[config.mk]
export PLATFORM = sky130hd
export DESIGN_NAME = circular_fifo_with_value_purge_core_flat
export DESIGN_NICKNAME = d
export VERILOG_FILES = /design/src/hdl/cfp_pkg.sv /design/src/hdl/cfp_if.sv /design/src/hdl/cfp_ram.sv /design/src/hdl/circular_fifo_with_value_purge_core.sv /design/src/flat_wrapper.sv
export SDC_FILE = /design/constraint.sdc
export NUM_CORES = 1
export LEC_CHECK = 0
export ABC_AREA = 1
export BUFFER_PORTS_ARGS = -buffer_cell sky130_fd_sc_hd__buf_2
export CAP_MARGIN = 20
export CORE_AREA = 2 2 285 287
export CTS_CLUSTER_SIZE = 14
export DETAILED_ROUTE_END_ITERATION = 10
export DIE_AREA = 0 0 287 289
export PLACE_DENSITY = 0.6
export SYNTH_ARGS = -nofsm -noshare
export SYNTH_HDL_FRONTEND = slang
export SYNTH_SLANG_ARGS = --single-unit
[constraint.sdc]
create_clock -name clk -period 5.15 [get_ports clk]
set_input_delay 0.515 -clock clk [delete_from_list [all_inputs] [get_ports clk]]
set_output_delay 0.515 -clock clk [all_outputs]
set_load 0.02 [all_outputs]
[src/hdl/cfp_pkg.sv]
// Shared constants and types of the circular FIFO with value purge.
package cfp_pkg;

	localparam int DEPTH_DEFAULT = 16;
	localparam int WORD_W = 32;
	localparam int OP_W = 2;
	localparam int COUNT_OUT_W = 5;

	localparam logic [OP_W-1:0] OP_PUSH = 2'd0;
	localparam logic [OP_W-1:0] OP_POP = 2'd1;
	localparam logic [OP_W-1:0] OP_PURGE = 2'd2;

	localparam logic signed [WORD_W-1:0] UNDERFLOW_WORD = -32'sd1;

	typedef struct packed {
		logic signed [WORD_W-1:0] read_data;
		logic pop_underflow;
		logic push_dropped;
		logic is_empty;
		logic is_full;
		logic [COUNT_OUT_W-1:0] entry_count;
	} rsp_t;

endpackage

[src/hdl/cfp_if.sv]
// Request and response channel interfaces of the circular FIFO with value purge.
interface cfp_req_if
	import cfp_pkg::*;
	();
	logic valid;
	logic ready;
	logic [OP_W-1:0] operation;
	logic signed [WORD_W-1:0] value;

	modport source (output valid, operation, value, input ready);
	modport sink (input valid, operation, value, output ready);
endinterface

interface cfp_rsp_if
	import cfp_pkg::*;
	();
	logic valid;
	logic ready;
	logic signed [WORD_W-1:0] read_data;
	logic pop_underflow;
	logic push_dropped;
	logic is_empty;
	logic is_full;
	logic [COUNT_OUT_W-1:0] entry_count;

	modport source (output valid, read_data, pop_underflow, push_dropped, is_empty, is_full,
		entry_count, input ready);
	modport sink (input valid, read_data, pop_underflow, push_dropped, is_empty, is_full,
		entry_count, output ready);
endinterface

[src/hdl/cfp_ram.sv]
// Entry store: one write port and one read port with registered read data.
module cfp_ram
	import cfp_pkg::*;
#(
	parameter int DEPTH = DEPTH_DEFAULT,
	parameter int AW = $clog2(DEPTH)
) (
	input logic clk,
	input logic we,
	input logic [AW-1:0] waddr,
	input logic signed [WORD_W-1:0] wdata,
	input logic re,
	input logic [AW-1:0] raddr,
	output logic signed [WORD_W-1:0] rdata
);

	logic signed [WORD_W-1:0] mem [DEPTH];

	always_ff @(posedge clk) begin
		if (we) begin
			mem[waddr] <= wdata;
		end
	end

	always_ff @(posedge clk) begin
		if (re) begin
			rdata <= mem[raddr];
		end
	end

endmodule

[src/hdl/circular_fifo_with_value_purge_core.sv]
// Top level of the circular FIFO with value purge: sequencer around the entry store.
//
// A push, a pop of an empty queue and a purge of an empty queue load their result straight
// from the idle state. A pop of a held entry first passes through the pop state, which loads
// the result from the registered read of the entry store. A purge walks the held entries
// through the store's single read port, one entry per cycle, and compacts the survivors in
// place, starting at the slot of the oldest entry. One operation is in flight at a time. A
// new request is taken only when the output register is empty or its result is transferred
// in the same cycle, so a waiting result stalls the input.
module circular_fifo_with_value_purge_core
	import cfp_pkg::*;
#(
	parameter int DEPTH = DEPTH_DEFAULT
) (
	input logic clk,
	input logic arst_n,
	cfp_req_if.sink req,
	cfp_rsp_if.source rsp
);

	localparam int AW = $clog2(DEPTH);
	localparam int CW = $clog2(DEPTH + 1);
	localparam int SW = CW + 1;

	typedef enum logic [1:0] {
		ST_IDLE,
		ST_POP,
		ST_PURGE
	} state_t;

	state_t state_q;
	logic [AW-1:0] head_q;
	logic [CW-1:0] cnt_q;
	logic [AW-1:0] rd_ptr_q;
	logic [CW-1:0] rd_cnt_q;
	logic [AW-1:0] wr_ptr_q;
	logic [CW-1:0] kept_q;
	logic signed [WORD_W-1:0] pval_q;
	logic chk_s1;
	logic out_valid_q;
	rsp_t out_q;

	logic acc;
	logic out_free;
	logic is_empty_now;
	logic is_full_now;
	logic [SW-1:0] tail_sum;
	logic [AW-1:0] tail_slot;
	logic issue;
	logic keep;
	logic [CW-1:0] kept_next;
	logic res_load;

	logic mem_we;
	logic [AW-1:0] mem_waddr;
	logic signed [WORD_W-1:0] mem_wdata;
	logic mem_re;
	logic [AW-1:0] mem_raddr;
	logic signed [WORD_W-1:0] mem_rdata;

	function automatic logic [AW-1:0] slot_inc(input logic [AW-1:0] p);
		logic [AW-1:0] r;
		if (p == AW'(DEPTH - 1)) begin
			r = '0;
		end else begin
			r = p + AW'(1);
		end
		return r;
	endfunction

	function automatic rsp_t make_rsp(input logic signed [WORD_W-1:0] data, input logic uf,
		input logic dr, input logic [CW-1:0] c);
		rsp_t r;
		r.read_data = data;
		r.pop_underflow = uf;
		r.push_dropped = dr;
		r.is_empty = (c == '0);
		r.is_full = (c == CW'(DEPTH));
		r.entry_count = COUNT_OUT_W'(c);
		return r;
	endfunction

	assign out_free = !out_valid_q || rsp.ready;
	assign req.ready = (state_q == ST_IDLE) && out_free;
	assign acc = req.valid && req.ready;

	assign is_empty_now = (cnt_q == '0);
	assign is_full_now = (cnt_q == CW'(DEPTH));

	assign tail_sum = SW'(head_q) + SW'(cnt_q);
	assign tail_slot = (tail_sum >= SW'(DEPTH)) ? AW'(tail_sum - SW'(DEPTH)) : AW'(tail_sum);

	assign issue = (rd_cnt_q != cnt_q);
	assign keep = chk_s1 && (mem_rdata != pval_q);
	assign kept_next = keep ? kept_q + CW'(1) : kept_q;

	assign res_load = ((state_q == ST_IDLE) && acc && !(!is_empty_now &&
		((req.operation == OP_POP) || (req.operation == OP_PURGE))))
		|| (state_q == ST_POP) || ((state_q == ST_PURGE) && !issue);

	always_comb begin
		mem_we = 1'b0;
		mem_re = 1'b0;
		if (state_q == ST_IDLE) begin
			mem_waddr = tail_slot;
			mem_wdata = req.value;
			mem_raddr = head_q;
			if (acc) begin
				mem_we = (req.operation == OP_PUSH) && !is_full_now;
				mem_re = ((req.operation == OP_POP) || (req.operation == OP_PURGE))
					&& !is_empty_now;
			end
		end else begin
			mem_waddr = wr_ptr_q;
			mem_wdata = mem_rdata;
			mem_raddr = rd_ptr_q;
			if (state_q == ST_PURGE) begin
				mem_we = keep;
				mem_re = issue;
			end
		end
	end

	cfp_ram #(
		.DEPTH(DEPTH),
		.AW(AW)
	) u_ram (
		.clk(clk),
		.we(mem_we),
		.waddr(mem_waddr),
		.wdata(mem_wdata),
		.re(mem_re),
		.raddr(mem_raddr),
		.rdata(mem_rdata)
	);

	always_ff @(posedge clk or negedge arst_n) begin
		if (!arst_n) begin
			state_q <= ST_IDLE;
			head_q <= '0;
			cnt_q <= '0;
			rd_ptr_q <= '0;
			rd_cnt_q <= '0;
			wr_ptr_q <= '0;
			kept_q <= '0;
			chk_s1 <= 1'b0;
			out_valid_q <= 1'b0;
		end else begin
			if (res_load) begin
				out_valid_q <= 1'b1;
			end else if (rsp.ready) begin
				out_valid_q <= 1'b0;
			end
			unique case (state_q)
				ST_IDLE: begin
					if (acc) begin
						unique case (req.operation)
							OP_PUSH: begin
								if (is_full_now) begin
									out_q <= make_rsp('0, 1'b0, 1'b1, cnt_q);
								end else begin
									cnt_q <= cnt_q + CW'(1);
									out_q <= make_rsp('0, 1'b0, 1'b0, cnt_q + CW'(1));
								end
							end
							OP_POP: begin
								if (is_empty_now) begin
									out_q <= make_rsp(UNDERFLOW_WORD, 1'b1, 1'b0, cnt_q);
								end else begin
									cnt_q <= cnt_q - CW'(1);
									head_q <= (cnt_q == CW'(1)) ? '0 : slot_inc(head_q);
									state_q <= ST_POP;
								end
							end
							OP_PURGE: begin
								if (is_empty_now) begin
									out_q <= make_rsp('0, 1'b0, 1'b0, cnt_q);
								end else begin
									pval_q <= req.value;
									rd_ptr_q <= slot_inc(head_q);
									rd_cnt_q <= CW'(1);
									wr_ptr_q <= head_q;
									kept_q <= '0;
									chk_s1 <= 1'b1;
									state_q <= ST_PURGE;
								end
							end
							default: begin
								out_q <= make_rsp('0, 1'b0, 1'b0, cnt_q);
							end
						endcase
					end
				end
				ST_POP: begin
					out_q <= make_rsp(mem_rdata, 1'b0, 1'b0, cnt_q);
					state_q <= ST_IDLE;
				end
				ST_PURGE: begin
					chk_s1 <= issue;
					if (issue) begin
						rd_ptr_q <= slot_inc(rd_ptr_q);
						rd_cnt_q <= rd_cnt_q + CW'(1);
					end
					kept_q <= kept_next;
					if (keep) begin
						wr_ptr_q <= slot_inc(wr_ptr_q);
					end
					if (!issue) begin
						cnt_q <= kept_next;
						if (kept_next == '0) begin
							head_q <= '0;
						end
						out_q <= make_rsp('0, 1'b0, 1'b0, kept_next);
						state_q <= ST_IDLE;
					end
				end
				default: begin
					state_q <= ST_IDLE;
				end
			endcase
		end
	end

	assign rsp.valid = out_valid_q;
	assign rsp.read_data = out_q.read_data;
	assign rsp.pop_underflow = out_q.pop_underflow;
	assign rsp.push_dropped = out_q.push_dropped;
	assign rsp.is_empty = out_q.is_empty;
	assign rsp.is_full = out_q.is_full;
	assign rsp.entry_count = out_q.entry_count;

	a_cnt_bound: assert property (@(posedge clk) disable iff (!arst_n)
		cnt_q <= CW'(DEPTH))
		else $error("Held count exceeds the queue depth.");

	a_purge_reads: assert property (@(posedge clk) disable iff (!arst_n)
		(state_q == ST_PURGE) |-> (rd_cnt_q <= cnt_q) && (kept_q < rd_cnt_q || rd_cnt_q == '0))
		else $error("Purge walk read or kept more entries than are held.");

	a_pop_no_result: assert property (@(posedge clk) disable iff (!arst_n)
		(state_q == ST_POP) |-> !out_valid_q)
		else $error("A result is pending while a pop read is in flight.");

	a_pop_done: assert property (@(posedge clk) disable iff (!arst_n)
		(state_q == ST_POP) |=> (state_q == ST_IDLE) && out_valid_q)
		else $error("A pop did not deliver its result one cycle after the read.");

	a_purge_write_safe: assert property (@(posedge clk) disable iff (!arst_n)
		(state_q == ST_PURGE && mem_we && mem_re) |-> (mem_waddr != mem_raddr))
		else $error("Purge compaction write hit the entry being read.");

endmodule
[src/flat_wrapper.sv]
// flat-port wrapper written by rule: the top's interface ports become plain ports
module circular_fifo_with_value_purge_core_flat import cfp_pkg::*;
#(
	parameter int DEPTH = DEPTH_DEFAULT
)
  (clk, arst_n, req_valid, req_operation, req_value, req_ready, rsp_valid, rsp_read_data, rsp_pop_underflow, rsp_push_dropped, rsp_is_empty, rsp_is_full, rsp_entry_count, rsp_ready);
  cfp_req_if req_i ();
  cfp_rsp_if rsp_i ();
  input logic clk;
  input logic arst_n;
  input wire logic [$bits(req_i.valid)-1:0] req_valid;
  input wire logic [$bits(req_i.operation)-1:0] req_operation;
  input wire logic [$bits(req_i.value)-1:0] req_value;
  output wire logic [$bits(req_i.ready)-1:0] req_ready;
  output wire logic [$bits(rsp_i.valid)-1:0] rsp_valid;
  output wire logic [$bits(rsp_i.read_data)-1:0] rsp_read_data;
  output wire logic [$bits(rsp_i.pop_underflow)-1:0] rsp_pop_underflow;
  output wire logic [$bits(rsp_i.push_dropped)-1:0] rsp_push_dropped;
  output wire logic [$bits(rsp_i.is_empty)-1:0] rsp_is_empty;
  output wire logic [$bits(rsp_i.is_full)-1:0] rsp_is_full;
  output wire logic [$bits(rsp_i.entry_count)-1:0] rsp_entry_count;
  input wire logic [$bits(rsp_i.ready)-1:0] rsp_ready;
  assign req_i.valid = req_valid;
  assign req_i.operation = req_operation;
  assign req_i.value = req_value;
  assign req_ready = req_i.ready;
  assign rsp_valid = rsp_i.valid;
  assign rsp_read_data = rsp_i.read_data;
  assign rsp_pop_underflow = rsp_i.pop_underflow;
  assign rsp_push_dropped = rsp_i.push_dropped;
  assign rsp_is_empty = rsp_i.is_empty;
  assign rsp_is_full = rsp_i.is_full;
  assign rsp_entry_count = rsp_i.entry_count;
  assign rsp_i.ready = rsp_ready;
  circular_fifo_with_value_purge_core #(.DEPTH(DEPTH)) u_core (.clk(clk), .arst_n(arst_n), .req(req_i), .rsp(rsp_i));
endmodule
Yosys cells after proc, flatten, opt, wreduce, memory -nomap -nowiden
Memories as Yosys holds them, arrays and structs flattened. A register that Yosys moved wholly into a read port is not among the register bits.
Index checks and enable logic that the tools add are counted.
{"block": "totals", "out_inout_bits": 43, "mem_bits_rw": 512, "in_bits": 38, "word_cells": 156, "memories": 1, "ff_bits": 104}
{"block": "classes", "muxes": 67, "n_reduce_logical": 33, "magnitude_cmp": 1, "add_sub_neg": 9, "bitwise": 1, "n_eq_ne": 28}
{"name": "u_core.u_ram.mem", "depth": 16, "word_bits": 32, "read_ports": 1, "rd_ports_with_merged_regs": 1, "write_ports": 1, "line": "cfp_ram.sv:17", "text": "logic signed [WORD_W-1:0] mem [DEPTH];"}
{"op": "41-bit case mux with 3 select lines", "n": 2}
{"op": "41-bit two-way mux", "n": 4}
{"op": "4-bit two-way mux", "n": 20}
{"op": "5-bit two-way mux", "n": 12}
{"op": "5-bit case mux with 2 select lines", "n": 4}
{"op": "32-bit two-way mux", "n": 1}
{"op": "32-bit != test", "n": 1}
{"op": "4-bit case mux with 2 select lines", "n": 3}
{"op": "5-bit AND reduction", "n": 4}
{"op": "6-bit AND reduction", "n": 3}
{"op": "5-bit by 1-bit adder with 5-bit output (second input constant)", "n": 3}
{"op": "5-bit == test (second input constant)", "n": 3}
{"op": "5-bit zero test", "n": 3}
{"op": "3-bit != test (second input constant)", "n": 5}
{"op": "1-bit two-way mux", "n": 13}
{"op": "4-bit by 1-bit adder with 4-bit output (second input constant)", "n": 3}
{"op": "4-bit == test (second input constant)", "n": 3}
{"op": "2-bit != test (second input constant)", "n": 5}
{"op": "1-bit logical AND", "n": 8}
{"op": "2-bit two-way mux", "n": 4}
{"op": "8-bit two-way mux", "n": 1}
{"op": "2-bit case mux with 2 select lines", "n": 2}
{"op": "4-bit by 5-bit adder with 6-bit output", "n": 1}
{"op": "6-bit by 5-bit greater-or-equal comparator with 1-bit output (second input constant)", "n": 1}
{"op": "other kinds (16)", "n": 30}

Logic depth before layout (Yosys ltp)
{"block": "depth", "ltp_word": 9, "depth_mapped": 18, "mapped_depth_nobuf": 17}

Modules after synthesis
From an unflattened synthesis, not the netlist that was laid out.
{"block": "hier_totals", "hier_cells": 2799, "hier_area_um2": 28941.5}
{"module": "cfp_ram", "cells_per_inst": 2120, "area_each_um2": 23050.9, "seq_area_each_um2": 16335.7, "n_inst": 1}
{"module": "circular_fifo_with_value_purge_core", "cells_per_inst": 679, "area_each_um2": 5890.6, "seq_area_each_um2": 2967.8, "n_inst": 1}

Worst setup path before layout
Ideal clock, no wire load.
{"block": "synth_timing", "path_type": "register to register", "from": "register u_core.state_q[0]", "to": "register u_core.out_q (netlist bit u_core.rsp.entry_count[0]) (enable)", "t_arrival_ps": 4196, "path_slack_ps": 463, "stages_incl_launch_ff": 10, "setup_time_ps": 490, "required_ps": 4660, "synth_period_minus_slack_ps": 4687, "n_path_buf": 1, "cell_sequence": "dfrtp_1 -> inv_1 -> ha_1 -> buf_4 -> inv_4 -> nor2_2 -> nand2_1 -> inv_2 -> o21ai_2 -> nor3_1"}
{"block": "synth_via", "elab_chain_cells": 5, "word_cells_on_any_way": 11, "cone_classes": "eq/ne: 6; reduce/logical: 5"}
{"item": "start: declaration", "line": "circular_fifo_with_value_purge_core.sv:31", "text": "state_t state_q;"}
{"item": "start signal: assignment", "line": "circular_fifo_with_value_purge_core.sv:139", "text": "state_q <= ST_IDLE;"}
{"item": "start signal: assignment", "line": "circular_fifo_with_value_purge_core.sv:172", "text": "state_q <= ST_POP;"}
{"item": "start signal: assignment", "line": "circular_fifo_with_value_purge_core.sv:185", "text": "state_q <= ST_PURGE;"}
{"item": "2-bit zero test", "line": "circular_fifo_with_value_purge_core.sv:84", "text": "assign req.ready = (state_q == ST_IDLE) && out_free;"}
{"item": "1-bit logical AND", "line": "circular_fifo_with_value_purge_core.sv:84"}
{"item": "via req_ready", "line": "flat_wrapper.sv:14", "text": "output wire logic [$bits(req_i.ready)-1:0] req_ready;"}
{"item": "1-bit logical AND", "line": "circular_fifo_with_value_purge_core.sv:85", "text": "assign acc = req.valid && req.ready;"}
{"item": "2-bit by 1-bit != test with 1-bit output (no line)"}
{"item": "6-bit AND reduction (no line)"}
{"item": "end signal: assignment", "line": "circular_fifo_with_value_purge_core.sv:160", "text": "out_q <= make_rsp('0, 1'b0, 1'b1, cnt_q);"}
{"item": "end signal: assignment", "line": "circular_fifo_with_value_purge_core.sv:163", "text": "out_q <= make_rsp('0, 1'b0, 1'b0, cnt_q + CW'(1));"}
{"item": "end signal: assignment", "line": "circular_fifo_with_value_purge_core.sv:168", "text": "out_q <= make_rsp(UNDERFLOW_WORD, 1'b1, 1'b0, cnt_q);"}
{"item": "end: declaration", "line": "circular_fifo_with_value_purge_core.sv:41", "text": "rsp_t out_q;"}
The timed path passes the listed nets, and every way through them passes these cells.
A chain may end at the register's enable or synchronous reset.

Worst setup path after layout
{"block": "layout_timing", "from": "register u_core.state_q[0]", "to": "memory u_core.u_ram.mem[14][7] (enable)"}
{"block": "layout_via", "elab_chain_cells": 7, "word_cells_on_any_way": 10, "cone_classes": "eq/ne: 1; mux: 6; reduce/logical: 3"}
{"item": "2-bit zero test", "line": "circular_fifo_with_value_purge_core.sv:84, circular_fifo_with_value_purge_core.sv:104"}
{"item": "1-bit logical AND", "line": "circular_fifo_with_value_purge_core.sv:84"}
{"item": "1-bit logical AND", "line": "circular_fifo_with_value_purge_core.sv:85"}
{"item": "1-bit two-way mux", "line": "circular_fifo_with_value_purge_core.sv:108", "text": "if (acc) begin"}
{"item": "1-bit two-way mux", "line": "circular_fifo_with_value_purge_core.sv:104", "text": "if (state_q == ST_IDLE) begin"}
{"item": "1-bit two-way mux", "line": "cfp_ram.sv:20", "text": "if (we) begin"}
{"item": "1-bit two-way mux (not written as such)", "line": "cfp_ram.sv:21", "text": "mem[waddr] <= wdata;"}
{"item": "end: declaration", "line": "cfp_ram.sv:17"}
Parallel ways exist; a longest one is shown, timed or not.

==> results.sh <==
export IMPL_drv_cap=0
export IMPL_tns_ns=0
export IMPL_drt_pass1_iterations=5
export IMPL_ys_types=49
export IMPL_cts_root_buffer="clkbuf_16"
export IMPL_path_class="flop to flop"
export IMPL_clk_insertion_delay_late_ns=0.61
export IMPL_final_net_count=2526
export IMPL_cts_tree="yes"
export IMPL_yosysWarnings=0
export IMPL_place_inst=3447
export IMPL_crit_arrival_ns=4.32
export IMPL_totalWireLength_um=67100
export IMPL_gp_congestion=0.878
export IMPL_fin_crit_ns=4.07
export IMPL_final_cell_count_no_fill=3578
export IMPL_numCtsBuffers=68
export IMPL_fillers=7527
export IMPL_syn_area_um2=27800
export IMPL_hold_viol_final=0
export IMPL_netlist_area_leader_share=0.667
export IMPL_final_util=0.397
export IMPL_outcome="finished clean"
export IMPL_ys_ff_latch=648
export IMPL_vdd_drop_max_uv=607
export IMPL_drt_iter0_drc=1589
export IMPL_core_area_um2=79900
export IMPL_rsz0062_at_grt="no"
export IMPL_io_pins=81
export IMPL_synthesis_nets=2440
export IMPL_clkSinkCount=648
export IMPL_fmax_mhz=246
export IMPL_yosysTopAreaCell="edfxtp_1"
export IMPL_grt_first_pass_wirelength_um=103000
export IMPL_synth_edf_count=617
export IMPL_grt_overflow_total=0
export IMPL_place_area_um2=29600
export IMPL_cts_resized=0
export IMPL_synth_top_cells_by_area="edfxtp_1 67%, inv_1 4.7%, o21ai_0 4.6%, nand2_1 4.5%, a21oi_1 3.4%"
export IMPL_ys_flop_type="edfxtp_1"
export IMPL_chipHeight_um=289
export IMPL_ant_nets=0
export IMPL_clk_path_buf_depth=3
export IMPL_power_w=0.0196
export IMPL_post_drt_via_cell_ratio=4.96
export IMPL_startpoint_type="flop"
export IMPL_fin_skew_ns=0.0291
export IMPL_yosysSeqAreaShare=0.695
export IMPL_min_path_type="primary input to async pin"
export IMPL_end_kind="flop"
export IMPL_grt_max_degree=182
export IMPL_setup_violations=0
export IMPL_port_buffers=80
export IMPL_period_share=0.791
export IMPL_fp_row_count=104
export IMPL_final_cell_mix="617 x edfxtp_1, 347 x inv_1, 333 x nand2_1"
export IMPL_drive_gt1_frac=0.116
export IMPL_initial_core_util=0.348
export IMPL_grt_pass1_vias=17100
export IMPL_h_tree_depth=3
export IMPL_crit_required_ns=5.39
export IMPL_hpwl_um=40000
export IMPL_grt_use_total=0.161
export IMPL_final_common_cell="edfxtp_1"
export IMPL_ctsHoldBuffers=0
export IMPL_antenna_found_initial=2
export IMPL_vias=17800
export IMPL_post_cts_buffers=0
export IMPL_leakage_nw=11.8
export IMPL_worstMarginPinSlew_ns=1.08
export IMPL_clk_pin_slew_worst_paths_ns=0.06
export IMPL_drv_slew=0
export IMPL_postLayoutCellArea_um2=31800
export IMPL_drc=0
export IMPL_p_per_area_nw_per_um2=616
export IMPL_slew_headroom=0.280
export IMPL_synth_area_per_cell_um2=11.7
export IMPL_routedWlPerCell_um=18.8
export IMPL_die_x_um=287
export IMPL_area_delta_synth_final_pct=14.3
export IMPL_synthCells=2381
export IMPL_dieArea_um2=82900
export IMPL_async_reset_ff_frac=0.0478
export IMPL_worst_path_max_fanout=80
## layer usage
metal / wire length, um / vias up / part of all wire / GRT usage
li1: - / 8517 / - / -
met1: 30000 / 8591 / 0.45 / 0.221
met2: 31600 / 553 / 0.47 / 0.264
met3: 4050 / 93 / 0.060 / 0.0250
met4: 1410 / 0 / 0.021 / 0.0483
met5: 0 / - / 0 / 0
## critical path, stage by stage, from the launching register on
cell and delay (ns):
dfrtp_1 0.42, inv_1 0.14, ha_4 0.81, inv_4 0.20, o21ai_0 0.63, inv_1 0.15, nor2_1 0.15, nand2_1 0.23
nor2_4 0.51, buf_4 0.47
## worst paths after layout
kind                                    from  slack, ns  depth (start not counted)                       to
setup / recovery           u_core.state_q[0]       1.08                          9  u_core.u_ram.mem[14][7]
hold / removal                        arst_n     0.0005                          1         u_core.kept_q[0]
setup reg to reg           u_core.state_q[0]       1.08                          9  u_core.u_ram.mem[14][7]
hold reg to reg             u_core.kept_q[4]       0.55                          2         u_core.kept_q[4]
max in group asynchronous             arst_n       4.64                          1         u_core.rsp.valid
min in group clk               req_value[27]       0.10                          1        u_core.pval_q[27]
## Yosys cell counts (2+ instances only)
cell      instances
nand4_1           2
nand2_4           2
a21oi_1         189
a22oi_1           3
o21ai_0         257
a211oi_1          3
nand2_2           6
buf_6             4
clkbuf_1         54
xor2_1           10
a221oi_1          3
ha_1             20
nor2_1           58
nand3_1         169
buf_1            18
nor2_2            5
inv_1           347
nand3_2           3
dfrtp_1          31
inv_2             8
nand2_1         333
a31oi_1           6
edfxtp_1        617
nor3_1           12
o211ai_1         92
o21ai_1           3
o31ai_1           2
o21ai_2           2
o221ai_1         18
buf_2            42
a21oi_4           2
xnor2_1          28
buf_4            14
o22ai_1           3
## registers in the layout, indices dropped and copies added, names as in the netlist, 5 cells and up
| name | flops |
|---|---|
| u_core.u_ram.rdata | 32 |
| u_core.rsp.read_data | 32 |
| u_core.u_ram.mem | 512 |
| u_core.cnt_q | 5 |
| u_core.pval_q | 32 |
| u_core.rsp.entry_count | 5 |
| u_core.kept_q | 5 |
| u_core.rd_cnt_q | 5 |
## logic make-up after synthesis
| kind of cell | Yosys count | synth area share |
|---|---|---|
| AOI/OAI and AO/OA | 589 | 0.120 |
| xor gates and xnor gates | 38 | 0.0120 |
| adders and majority gates | 21 | 0.00973 |
| buffers and inverters | 490 | 0.0713 |
| DFF | 648 | 0.695 |
| and+or+nand+nor | 595 | 0.0919 |
## area by class of cell
cell class | instances | area (um2) | area share
well taps | 1060 | 1330 | 0.0418
clock buffers | 88 | 1840 | 0.0580
multi-input cells | 1243 | 6670 | 0.210
repair buffers | 148 | 1030 | 0.0324
flip-flops and latches | 648 | 19300 | 0.608
inverters | 358 | 1350 | 0.0426
diodes | 2 | 5.00 | 0.000158
clock inverters | 31 | 228 | 0.00717
## report_power, final
| group | internal, W | switching, W | total (W) |
|---|---|---|---|
| clock | 0.00263 | 0.00199 | 0.00462 |
| sequential | 0.00721 | 0.000343 | 0.00755 |
| combinational | 0.00208 | 0.00532 | 0.00739 |
| total | 0.0119 | 0.00765 | 0.0196 |
## through the flow
| step | setup slack, ns | hold WS, ns |
|---|---|---|
| final | 1.08 | 0.000534 |
| after global routing | 0.842 | 0.0583 |
| after CTS | 1.06 | 0.00640 |
| after detailed placement | 1.08 | 0.545 |
| after global placement | 1.21 | 0.529 |
| after floorplan | 0.463 | 0.219 |
Note: power is estimated with default switching activity, not from simulation.
